[src/design/cbm_pkg.sv]
package cbm_pkg;

  // mapper kinds
  localparam logic [1:0] MAPPER_NONE = 2'd0;
  localparam logic [1:0] MAPPER_MBC1 = 2'd1;
  localparam logic [1:0] MAPPER_MBC2 = 2'd2;
  localparam logic [1:0] MAPPER_MBC3 = 2'd3;

  // result targets
  localparam logic [2:0] TGT_NONE = 3'd0;
  localparam logic [2:0] TGT_ROM  = 3'd1;
  localparam logic [2:0] TGT_RAM  = 3'd2;
  localparam logic [2:0] TGT_MBC2 = 3'd3;
  localparam logic [2:0] TGT_RTC  = 3'd4;
  localparam logic [2:0] TGT_OPEN = 3'd5;

  // configuration register indexes
  localparam logic REG_MAPPER_KIND   = 1'b0;
  localparam logic REG_ROM_SIZE_LOG2 = 1'b1;

  localparam int APB_ADDR_W  = 3;
  localparam int APB_DATA_W  = 32;

  localparam int EXT_RAM_BYTES_DEF = 32768;

  localparam logic [4:0] ROM_LOG2_MIN = 5'd15;
  localparam logic [4:0] ROM_LOG2_MAX = 5'd23;
  localparam logic [4:0] ROM_LOG2_RST = 5'd15;

  typedef struct packed {
    logic [1:0] mapper_kind;
    logic [4:0] rom_size_log2;
  } cfg_t;

  typedef struct packed {
    logic        opcode;
    logic [15:0] bus_address;
    logic [7:0]  bus_data;
  } item_t;

  typedef struct packed {
    logic [2:0]  target;
    logic [22:0] physical_address;
    logic [2:0]  rtc_index;
    logic [7:0]  store_data;
    logic        store_enable;
    logic        high_nibble_fill;
    logic        ram_disabled_event;
    logic        rtc_latch_strobe;
  } result_t;

  typedef struct packed {
    logic [6:0] rom_bank;
    logic [2:0] ram_bank;
    logic       ram_enable;
    logic       banking_mode;
    logic [3:0] rtc_select;
    logic [7:0] last_latch_write;
  } state_t;

endpackage

[src/design/cbm_req_if.sv]
interface cbm_req_if;
  logic        valid;
  logic        ready;
  logic        opcode;
  logic [15:0] bus_address;
  logic [7:0]  bus_data;

  modport source (output valid, output opcode, output bus_address, output bus_data,
                  input ready);
  modport sink (input valid, input opcode, input bus_address, input bus_data,
                output ready);
endinterface

[src/design/cbm_rsp_if.sv]
interface cbm_rsp_if;
  logic        valid;
  logic        ready;
  logic [2:0]  target;
  logic [22:0] physical_address;
  logic [2:0]  rtc_index;
  logic [7:0]  store_data;
  logic        store_enable;
  logic        high_nibble_fill;
  logic        ram_disabled_event;
  logic        rtc_latch_strobe;

  modport source (output valid, output target, output physical_address, output rtc_index,
                  output store_data, output store_enable, output high_nibble_fill,
                  output ram_disabled_event, output rtc_latch_strobe, input ready);
  modport sink (input valid, input target, input physical_address, input rtc_index,
                input store_data, input store_enable, input high_nibble_fill,
                input ram_disabled_event, input rtc_latch_strobe, output ready);
endinterface

[src/design/cbm_map.sv]
module cbm_map #(
  parameter int EXT_RAM_BYTES = cbm_pkg::EXT_RAM_BYTES_DEF
) (
  input  cbm_pkg::cfg_t    cfg,
  input  cbm_pkg::state_t  st,
  input  cbm_pkg::item_t   item,
  output cbm_pkg::result_t res,
  output cbm_pkg::state_t  st_next
);
  import cbm_pkg::*;

  logic [15:0] a;
  logic [7:0]  d;
  logic [4:0]  lg;
  logic [23:0] rom_span;
  logic [23:0] rom_mask;
  logic [23:0] low_off;
  logic [23:0] high_off;
  logic [15:0] ram_off;
  logic        en_new;
  logic        rtc_sel_ok;

  assign a = item.bus_address;
  assign d = item.bus_data;

  always_comb begin
    lg = cfg.rom_size_log2;
    if (lg < ROM_LOG2_MIN) lg = ROM_LOG2_MIN;
    if (lg > ROM_LOG2_MAX) lg = ROM_LOG2_MAX;
  end

  assign rom_span = 24'd1 << lg;
  assign rom_mask = rom_span - 24'd1;

  // MBC1 mode 1 low area: bank = ram_bank << 5
  assign low_off  = (cfg.mapper_kind == MAPPER_MBC1 && st.banking_mode) ?
                    ({2'b00, st.ram_bank, 19'd0} + {8'd0, a}) : {8'd0, a};
  assign high_off = {3'b000, st.rom_bank, a[13:0]};
  assign ram_off  = {st.ram_bank, a[12:0]};
  assign en_new   = (d[3:0] == 4'hA);
  assign rtc_sel_ok = (st.rtc_select >= 4'h8) && (st.rtc_select <= 4'hC);

  always_comb begin
    st_next = st;
    res     = '0;
    res.target = TGT_NONE;

    if (!a[15]) begin
      if (item.opcode) begin
        case (cfg.mapper_kind)
          MAPPER_MBC1: begin
            if (a[14:13] == 2'b00) begin
              st_next.ram_enable = en_new;
              res.ram_disabled_event = st.ram_enable & ~en_new;
            end else if (a[14:13] == 2'b01) begin
              st_next.rom_bank[4:0] = (d[4:0] == 5'd0) ? 5'd1 : d[4:0];
            end else if (a[14:13] == 2'b10) begin
              st_next.ram_bank = {1'b0, d[1:0]};
              st_next.rom_bank[6:5] = d[1:0];
            end else begin
              st_next.banking_mode = d[0];
            end
          end
          MAPPER_MBC2: begin
            if (!a[14]) begin
              if (!a[8]) begin
                st_next.ram_enable = en_new;
                res.ram_disabled_event = st.ram_enable & ~en_new;
              end else begin
                st_next.rom_bank = {3'b000, (d[3:0] == 4'd0) ? 4'd1 : d[3:0]};
              end
            end
          end
          MAPPER_MBC3: begin
            if (a[14:13] == 2'b00) begin
              st_next.ram_enable = en_new;
              res.ram_disabled_event = st.ram_enable & ~en_new;
            end else if (a[14:13] == 2'b01) begin
              st_next.rom_bank = (d[6:0] == 7'd0) ? 7'd1 : d[6:0];
            end else if (a[14:13] == 2'b10) begin
              if (d <= 8'h07) begin
                st_next.ram_bank   = d[2:0];
                st_next.rtc_select = 4'h0;
              end else if (d <= 8'h0C) begin
                st_next.rtc_select = d[3:0];
              end
            end else begin
              res.rtc_latch_strobe = (st.last_latch_write == 8'h00) && (d == 8'h01);
              st_next.last_latch_write = d;
            end
          end
          default: begin
          end
        endcase
      end else if (!a[14]) begin
        res.target = TGT_ROM;
        res.physical_address = low_off[22:0] & rom_mask[22:0];
      end else if (high_off < rom_span) begin
        res.target = TGT_ROM;
        res.physical_address = high_off[22:0];
      end else begin
        res.target = TGT_OPEN;
      end
    end else if (a[15:13] == 3'b101) begin
      if (!st.ram_enable) begin
        res.target = TGT_OPEN;
      end else if (cfg.mapper_kind == MAPPER_MBC2) begin
        res.target = TGT_MBC2;
        res.physical_address = {14'd0, a[8:0]};
        if (item.opcode) begin
          res.store_data   = {4'h0, d[3:0]};
          res.store_enable = 1'b1;
        end else begin
          res.high_nibble_fill = 1'b1;
        end
      end else if (rtc_sel_ok) begin
        res.target    = TGT_RTC;
        res.rtc_index = st.rtc_select[2:0];
      end else if (32'(ram_off) < EXT_RAM_BYTES) begin
        res.target = TGT_RAM;
        res.physical_address = 23'(ram_off);
        if (item.opcode) begin
          res.store_data   = d;
          res.store_enable = 1'b1;
        end
      end else begin
        res.target = TGT_OPEN;
      end
    end
  end

endmodule

[src/design/cartridge_bank_mapper.sv]
// Cartridge bank controller (no mapper, MBC1, MBC2, MBC3) on the CPU bus.
// req channel: one bus access per request (opcode 0 read / 1 write, address,
// data). rsp channel: one result per request, in order: target, physical
// offset, RTC register index, store data/enable and event flags.
// Handshake is valid/ready on both channels; a transfer happens when both
// are high at a rising edge.
// Each accepted request passes the input register, then the mapping logic into
// the result register, before its result is valid. Throughput: one request per
// cycle; the result register and input register are both free to move each
// cycle while rsp.ready is high.
// If the receiver stalls, the result holds, the input register still takes
// one more request, and req.ready then drops until rsp moves again.
// Bank registers update when a request passes into the result register, so
// back-to-back writes and reads see each other in order.
// Configuration: APB port, mapper_kind at 0x0, rom_size_log2 at 0x4; write
// only while idle. pready is tied high.
// Reset (rst, synchronous): both stages empty, mapper_kind 0,
// rom_size_log2 15, rom_bank 1, all other bank registers 0.
module cartridge_bank_mapper #(
  parameter int EXT_RAM_BYTES = cbm_pkg::EXT_RAM_BYTES_DEF
) (
  input  logic                            clk,
  input  logic                            rst,
  input  logic                            psel,
  input  logic                            penable,
  input  logic                            pwrite,
  input  logic [cbm_pkg::APB_ADDR_W-1:0]  paddr,
  input  logic [cbm_pkg::APB_DATA_W-1:0]  pwdata,
  output logic [cbm_pkg::APB_DATA_W-1:0]  prdata,
  output logic                            pready,
  cbm_req_if.sink                         req,
  cbm_rsp_if.source                       rsp
);
  import cbm_pkg::*;

  cfg_t    cfg;
  state_t  st;
  state_t  st_next;
  item_t   req_q;
  logic    req_v;
  result_t res_d;
  result_t res_q;
  logic    res_v;
  logic    adv;
  logic    cfg_wr;

  assign pready = 1'b1;
  assign cfg_wr = psel & penable & pwrite;

  always_ff @(posedge clk) begin
    if (rst) begin
      cfg.mapper_kind   <= MAPPER_NONE;
      cfg.rom_size_log2 <= ROM_LOG2_RST;
    end else if (cfg_wr) begin
      case (paddr[2])
        REG_MAPPER_KIND:   cfg.mapper_kind   <= pwdata[1:0];
        REG_ROM_SIZE_LOG2: cfg.rom_size_log2 <= pwdata[4:0];
        default: begin
        end
      endcase
    end
  end

  always_comb begin
    case (paddr[2])
      REG_MAPPER_KIND:   prdata = {{(APB_DATA_W-2){1'b0}}, cfg.mapper_kind};
      REG_ROM_SIZE_LOG2: prdata = {{(APB_DATA_W-5){1'b0}}, cfg.rom_size_log2};
      default:           prdata = '0;
    endcase
  end

  assign adv       = ~res_v | rsp.ready;
  assign req.ready = ~req_v | adv;

  always_ff @(posedge clk) begin
    if (rst) begin
      req_v <= 1'b0;
    end else if (req.ready) begin
      req_v <= req.valid;
    end
  end

  always_ff @(posedge clk) begin
    if (req.valid && req.ready) begin
      req_q.opcode      <= req.opcode;
      req_q.bus_address <= req.bus_address;
      req_q.bus_data    <= req.bus_data;
    end
  end

  cbm_map #(
    .EXT_RAM_BYTES(EXT_RAM_BYTES)
  ) u_map (
    .cfg     (cfg),
    .st      (st),
    .item    (req_q),
    .res     (res_d),
    .st_next (st_next)
  );

  always_ff @(posedge clk) begin
    if (rst) begin
      res_v               <= 1'b0;
      st.rom_bank         <= 7'd1;
      st.ram_bank         <= 3'd0;
      st.ram_enable       <= 1'b0;
      st.banking_mode     <= 1'b0;
      st.rtc_select       <= 4'd0;
      st.last_latch_write <= 8'd0;
    end else if (adv) begin
      res_v <= req_v;
      if (req_v) begin
        st <= st_next;
      end
    end
  end

  always_ff @(posedge clk) begin
    if (adv && req_v) begin
      res_q <= res_d;
    end
  end

  assign rsp.valid              = res_v;
  assign rsp.target             = res_q.target;
  assign rsp.physical_address   = res_q.physical_address;
  assign rsp.rtc_index          = res_q.rtc_index;
  assign rsp.store_data         = res_q.store_data;
  assign rsp.store_enable       = res_q.store_enable;
  assign rsp.high_nibble_fill   = res_q.high_nibble_fill;
  assign rsp.ram_disabled_event = res_q.ram_disabled_event;
  assign rsp.rtc_latch_strobe   = res_q.rtc_latch_strobe;

endmodule
[src/flat_wrapper.sv]
// flat-port wrapper written by rule: the top's interface ports become plain ports
module cartridge_bank_mapper_flat import cbm_pkg::*;
#(
  parameter int EXT_RAM_BYTES = cbm_pkg::EXT_RAM_BYTES_DEF
)
  (clk, rst, psel, penable, pwrite, paddr, pwdata, prdata, pready, req_valid, req_opcode, req_bus_address, req_bus_data, req_ready, rsp_valid, rsp_target, rsp_physical_address, rsp_rtc_index, rsp_store_data, rsp_store_enable, rsp_high_nibble_fill, rsp_ram_disabled_event, rsp_rtc_latch_strobe, rsp_ready);
  cbm_req_if req_i ();
  cbm_rsp_if rsp_i ();
  input  logic clk;
  input  logic rst;
  input  logic psel;
  input  logic penable;
  input  logic pwrite;
  input  logic [cbm_pkg::APB_ADDR_W-1:0] paddr;
  input  logic [cbm_pkg::APB_DATA_W-1:0] pwdata;
  output logic [cbm_pkg::APB_DATA_W-1:0] prdata;
  output logic pready;
  input wire logic [$bits(req_i.valid)-1:0] req_valid;
  input wire logic [$bits(req_i.opcode)-1:0] req_opcode;
  input wire logic [$bits(req_i.bus_address)-1:0] req_bus_address;
  input wire logic [$bits(req_i.bus_data)-1:0] req_bus_data;
  output wire logic [$bits(req_i.ready)-1:0] req_ready;
  output wire logic [$bits(rsp_i.valid)-1:0] rsp_valid;
  output wire logic [$bits(rsp_i.target)-1:0] rsp_target;
  output wire logic [$bits(rsp_i.physical_address)-1:0] rsp_physical_address;
  output wire logic [$bits(rsp_i.rtc_index)-1:0] rsp_rtc_index;
  output wire logic [$bits(rsp_i.store_data)-1:0] rsp_store_data;
  output wire logic [$bits(rsp_i.store_enable)-1:0] rsp_store_enable;
  output wire logic [$bits(rsp_i.high_nibble_fill)-1:0] rsp_high_nibble_fill;
  output wire logic [$bits(rsp_i.ram_disabled_event)-1:0] rsp_ram_disabled_event;
  output wire logic [$bits(rsp_i.rtc_latch_strobe)-1:0] rsp_rtc_latch_strobe;
  input wire logic [$bits(rsp_i.ready)-1:0] rsp_ready;
  assign req_i.valid = req_valid;
  assign req_i.opcode = req_opcode;
  assign req_i.bus_address = req_bus_address;
  assign req_i.bus_data = req_bus_data;
  assign req_ready = req_i.ready;
  assign rsp_valid = rsp_i.valid;
  assign rsp_target = rsp_i.target;
  assign rsp_physical_address = rsp_i.physical_address;
  assign rsp_rtc_index = rsp_i.rtc_index;
  assign rsp_store_data = rsp_i.store_data;
  assign rsp_store_enable = rsp_i.store_enable;
  assign rsp_high_nibble_fill = rsp_i.high_nibble_fill;
  assign rsp_ram_disabled_event = rsp_i.ram_disabled_event;
  assign rsp_rtc_latch_strobe = rsp_i.rtc_latch_strobe;
  assign rsp_i.ready = rsp_ready;
  cartridge_bank_mapper #(.EXT_RAM_BYTES(EXT_RAM_BYTES)) u_core (.clk(clk), .rst(rst), .psel(psel), .penable(penable), .pwrite(pwrite), .paddr(paddr), .pwdata(pwdata), .prdata(prdata), .pready(pready), .req(req_i), .rsp(rsp_i));
endmodule
[config.mk]
export PLATFORM = sky130hd
export DESIGN_NAME = cartridge_bank_mapper_flat
export DESIGN_NICKNAME = d
export VERILOG_FILES = /design/src/design/cbm_pkg.sv /design/src/design/cbm_req_if.sv /design/src/design/cbm_rsp_if.sv /design/src/design/cbm_map.sv /design/src/design/cartridge_bank_mapper.sv /design/src/flat_wrapper.sv
export SDC_FILE = /design/constraint.sdc
export NUM_CORES = 1
export LEC_CHECK = 0
export BUFFER_PORTS_ARGS = -buffer_cell sky130_fd_sc_hd__buf_4
export CAP_MARGIN = 5
export CORE_AREA = 2 2 114 116
export CTS_BUF_LIST = sky130_fd_sc_hd__clkbuf_4
export DETAILED_ROUTE_END_ITERATION = 7
export DIE_AREA = 0 0 116 118
export PLACE_DENSITY = 0.64
export SETUP_SLACK_MARGIN = 0.1
export SLEW_MARGIN = 20
export SYNTH_ARGS = -nofsm -noshare
export SYNTH_HDL_FRONTEND = slang
export SYNTH_SLANG_ARGS = --single-unit
[constraint.sdc]
create_clock -name clk -period 3.7 [get_ports clk]
set_input_delay 0.37 -clock clk [delete_from_list [all_inputs] [get_ports clk]]
set_output_delay 0.37 -clock clk [all_outputs]
set_load 0.005 [all_outputs]
# Word level (Yosys, flattened, before mapping)
# Index checks and enable logic that the tools add are counted.
# totals
reg_bits	99
inputBits	67
output_inout_bits	76
wordCells	156
# classes
addsub	2
magnitude_cmp	8
n_eq_ne	21
shifts	1
muxes	54
bitwise_logic	19
n_reduce_logical	29
# ops
operator	n
$mux W26	4
$pmux W32 S2	1
$mux W39	1
$mux W36	1
$mux W9	4
$mux W3	11
$mux W16	2
$mux W7	4
$mux W5	5
$lt A21 B24 Y1	1
$reduce_and A12 Y1	2
$reduce_and A8 Y1	3
$shl A1 B5 Y24 const A	1
$add A22 B16 Y23	1
$and A23 B23 Y23	1
$mux W23	1
$sub A23 B1 Y23 const B	1
$mux W21	1
$pmux W7 S3	1
$mux W10	2
$ne A2 B2 Y1 const B	9
$lt A16 B16 Y1 const B	1
$not A1 Y1	13
$mux W4	3
34 further kinds	60

# Logic depth before layout (Yosys ltp)
# logic_depth
ltp_word	10
depth_mapped	9
depth_no_buf	8

# Hierarchy
# From an unflattened synthesis, not the netlist that was laid out.
# hier_totals
cells_unflattened	497
hier_area_um2	5391.4
# modules_own_cells
module	n_inst	cells_per_inst	area_per_inst_um2	seq_area_each_um2
cartridge_bank_mapper	1	244	3664.8	2642.5
cbm_map	1	253	1726.7	0.0

# Worst setup path before layout
# OpenSTA, ideal clock, no wires.
# synth_timing
path_type	flip-flop to flip-flop
startpoint	register u_core.res_v, in the netlist u_core.rsp.valid
endpoint	register u_core.res_q (netlist bit u_core.rsp.high_nibble_fill), enable pin
setup_ps	442
t_arrival_ps	2280
path_slack_ps	978
path_stages_with_launch	3
cell_sequence	dfxtp_1 > nor2b_1 > nor2b_1
# synth_between
elab_chain_cells	3
# synth_lines
item	line	source
from (decl)	cartridge_bank_mapper.sv:43	logic res_v;
from (signal assigned)	cartridge_bank_mapper.sv:111	res_v <= req_v;
$not A1 Y1	cartridge_bank_mapper.sv:72	assign adv = ~res_v | rsp.ready;
$or A1 B1 Y1	cartridge_bank_mapper.sv:72	
$logic_and A1 B1 Y1	cartridge_bank_mapper.sv:119	if (adv && req_v) begin
to (signal assigned)	cartridge_bank_mapper.sv:120	res_q <= res_d;
to (decl)	cartridge_bank_mapper.sv:42	result_t res_q;
# Every way passes these cells.
# A chain may end at the register's enable or synchronous reset.

==> qor.csv <==
metric,value,unit
Antenna Violating Nets Remaining,0,
"Hold Violations, Final",0,
worst stage delay on the critical path,0.56,ns
Resized cells post-CTS,0,
clock tree from TritonCTS,yes,
via count of the first global-routing pass,3509,
number of H-tree branching levels,3,
RSZ-0062 raised after global routing,false,
area added between synthesis and finish,19.5,%
TritonCTS Buffers,9,
PD cells,354,nW/um^2
Root Buffer Master,sky130_fd_sc_hd__clkbuf_4,
Initial Utilization,0.393,
worst-case clock buffer depth,2,
post-CTS setup buffer count,0,
clock period minus final worst setup slack,2.98,ns
peak supply drop,125,uV
library cell with the largest summed area after synthesis,sky130_fd_sc_hd__edfxtp_1,
global-route met3 utilization,0.0299,
end point of the worst hold path,u_core.req_q[12],
share of flip-flops with an asynchronous set or reset after synthesis,0,
result of the run,"complete, no violations",
Seq cells post-synth,98,
antenna violations before repair,1,
number of placement rows,41,
leftover overflow at the end of global routing,0,
Synth area leaders,"sky130_fd_sc_hd__edfxtp_1 40%, sky130_fd_sc_hd__dfxtp_1 14%, sky130_fd_sc_hd__ha_1 6.2%",
maximum number of pins on one net before global-route repair,34,
die span in x,116,um
crit-path most repeated cell,sky130_fd_sc_hd__nor3b_1,
Final Max Tran Viols,0,
ratio of final minimum period to clock period,0.805,
post-synth top area share,0.400,
required time of the critical path,3.92,ns
total routing resource utilization after global routing,0.165,
global-route wire length before repair,17500,um
final critical-path setup slack,0.720,ns
worst reg2reg path depth,8,
Setup TNS Final,0,ns
source-to-sink clock delay at the later pin of the worst-skew pair,0.46,ns
Setup crit start kind,register,
reported max-cap violation count,0,
# nets final,623,
Crit Path Class,register to register,
cell with the biggest individual delay on the critical path,sky130_fd_sc_hd__dfxtp_1,
Post-route DRC,0,
buffers added on ports,84,
met1 global-route usage,0.213,
number of DRC markers after the initial detailed-route iteration,181,
I/O pin cnt,143,
final weighted congestion in routability-driven placement,0.878,
total wire length,10900,um
Setup Skew,0.0211,ns
total via count in the routed design,3572,
hold path startpoint,req_bus_address[4],
Critical R2R Capture,u_core.rsp.physical_address[2],
met2 layer usage reported by global route,0.276,
busiest layer in global routing,met2,
synthesized area divided by synthesized cell count,11.2,um^2
worst reg-to-reg setup slack,0.72,ns
Via density,5.03,
family of cells with the greatest summed delay on the critical path,simple AND/OR/NAND/NOR gates,
final setup fails,0,
worst-case headroom to the max-slew limit,0.461,
nature of the critical path endpoint,register,
worst flop-to-flop path startpoint,u_core.cfg[4],
number of detailed-routing iterations run before antenna repair,4,
number of buffers and inverters on the critical path,0,
die area,13700,um^2
routed length per instance,15.4,um
clock-pin slew on the worst setup and hold paths,0.16,ns
Post-synth EDFFs,65,
core outline area,12400,um^2
dpl hpwl,8220,um
Post-CTS Hold Buffers,0,
sequence of cells on the critical path,"nor3b_1, nand3_1, ha_1, and4_1, nor3_1, a211o_1, a211oi_1, nor3b_1",
clock sinks,98,
pre-CTS WS,0.757,ns
y dimension of the die,118,um
share of layout cells above drive strength 1,0.214,
Syn. warnings,0,
most common library cells after synthesis,"65 x sky130_fd_sc_hd__edfxtp_1, 41 x sky130_fd_sc_hd__nor2_1, 33 x sky130_fd_sc_hd__dfxtp_1, 29 x sky130_fd_sc_hd__buf_4, 27 x sky130_fd_sc_hd__nand2_1",
Tightest Pin Transition,0.804,ns
largest fanout of any net on the critical path,9,
library cell with the highest instance count after synthesis,sky130_fd_sc_hd__edfxtp_1,
depth of the worst hold-timing path,1,
share of synthesized area occupied by flip-flops and latches,0.536,
Leak Pwr,2.33,nW
Unique masters post-synth,63,
path class of the lowest-slack min-delay path,input port to register,
top flip-flop cell by instance count after synthesis,sky130_fd_sc_hd__edfxtp_1,
Post-Synthesis Cells,434,
crit path DAT,3.20,ns
summed instance area of the synthesized netlist,4870,um^2
timing-limited maximum frequency,336,MHz
## worst max path at each step
stage                startpoint                             end  slack [ns]  cells after the start
6_report          u_core.cfg[4]  u_core.rsp.physical_address[2]        0.72                      8
5_1_grt           u_core.cfg[4]  u_core.rsp.physical_address[2]        0.50                      8
3_5_place_dp      u_core.cfg[4]  u_core.rsp.physical_address[6]        0.76                      8
3_3_place_gp      u_core.cfg[4]  u_core.rsp.physical_address[4]        0.85                      8
4_1_cts           u_core.cfg[4]  u_core.rsp.physical_address[6]        0.76                      8
2_1_floorplan  u_core.rsp.valid     u_core.rsp.high_nibble_fill        0.98                      2
## power breakdown
group / total [mW] / switching [mW] / internal (mW) / leakage [nW]
Combinational: 0.188 / 0.0973 / 0.0912 / 1.36
Clock: 0.630 / 0.356 / 0.273 / 0.0816
Sequential: 1.24 / 0.0343 / 1.21 / 0.894
Total: 2.06 / 0.488 / 1.57 / 2.33
## stage by stage
stage	instance area (um^2)	utilization	hold slack, ns	instances	total power, mW
global placement	5630	0.454	0.464	692	1.44
finish	5820	0.469	0.0675	710	2.06
floorplan	5040	-	0.449	477	1.37
detailed placement	5660	0.456	0.477	693	1.45
CTS	5820	0.469	0.0355	709	2.08
global route	5820	0.469	0.0424	710	2.13
## cells by family after synthesis
group,Yosys count,synth area share
and+or+nand+nor,161,0.178
DFF,98,0.536
AOI/OAI and AO/OA,79,0.124
buffers and inverters,53,0.0639
adders and majority gates,24,0.0616
muxes,16,0.0329
other,2,0.00154
xor gates and xnor gates,1,0.00180
## routing by layer
metal  share of wire  vias up  routed length [um]
met3           0.056       12                 607
met1            0.43     1729                4740
met5               0        -                   0
met2            0.50       95                5440
li1                -     1736                   -
met4           0.014        0                 150
## registers in the layout, summed over array words and instances (netlist names)
register / count
u_core.st: 24
u_core.rsp.rtc_index: 3
u_core.rsp.valid: 1
u_core.rsp.physical_address: 22
u_core.rsp.store_enable: 1
u_core.rsp.ram_disabled_event: 1
u_core.req_v: 1
u_core.req_q: 25
u_core.cfg: 7
u_core.rsp.target: 3
u_core.rsp.high_nibble_fill: 1
u_core.rsp.rtc_latch_strobe: 1
u_core.rsp.store_data: 8
## worst register-to-register path: cells and delay by family, from the launching register on
| family | cells | cell delay, ns |
|---|---|---|
| and+or+nand+nor | 5 | 0.94 |
| AOI/OAI and AO/OA | 2 | 0.92 |
| DFF | 1 | 0.56 |
| adders and majority gates | 1 | 0.33 |
## final cells by class
class                      count  area (um^2)
fill                        1210         6590
clock buffer                   9         67.6
tap                          172          215
multi-input combinational    326         2120
timing repair buffer          88          681
clock inverter                 7         92.6
inverter                       9         33.8
antenna                        1         2.50
sequential                    98         2610
## cell usage in the layout, fill, tap and decap left out, types with 10 or more instances in the layout
master                      n
sky130_fd_sc_hd__buf_4     87
sky130_fd_sc_hd__conb_1    45
sky130_fd_sc_hd__and3_1    10
sky130_fd_sc_hd__o21ai_0   12
sky130_fd_sc_hd__edfxtp_1  65
sky130_fd_sc_hd__ha_1      24
sky130_fd_sc_hd__mux2i_1   16
sky130_fd_sc_hd__nor3_1    12
sky130_fd_sc_hd__nand2_1   27
sky130_fd_sc_hd__nand3_1   19
sky130_fd_sc_hd__nor2_1    41
sky130_fd_sc_hd__a21oi_1   19
sky130_fd_sc_hd__dfxtp_1   33
(Power assumes the default switching activity.)
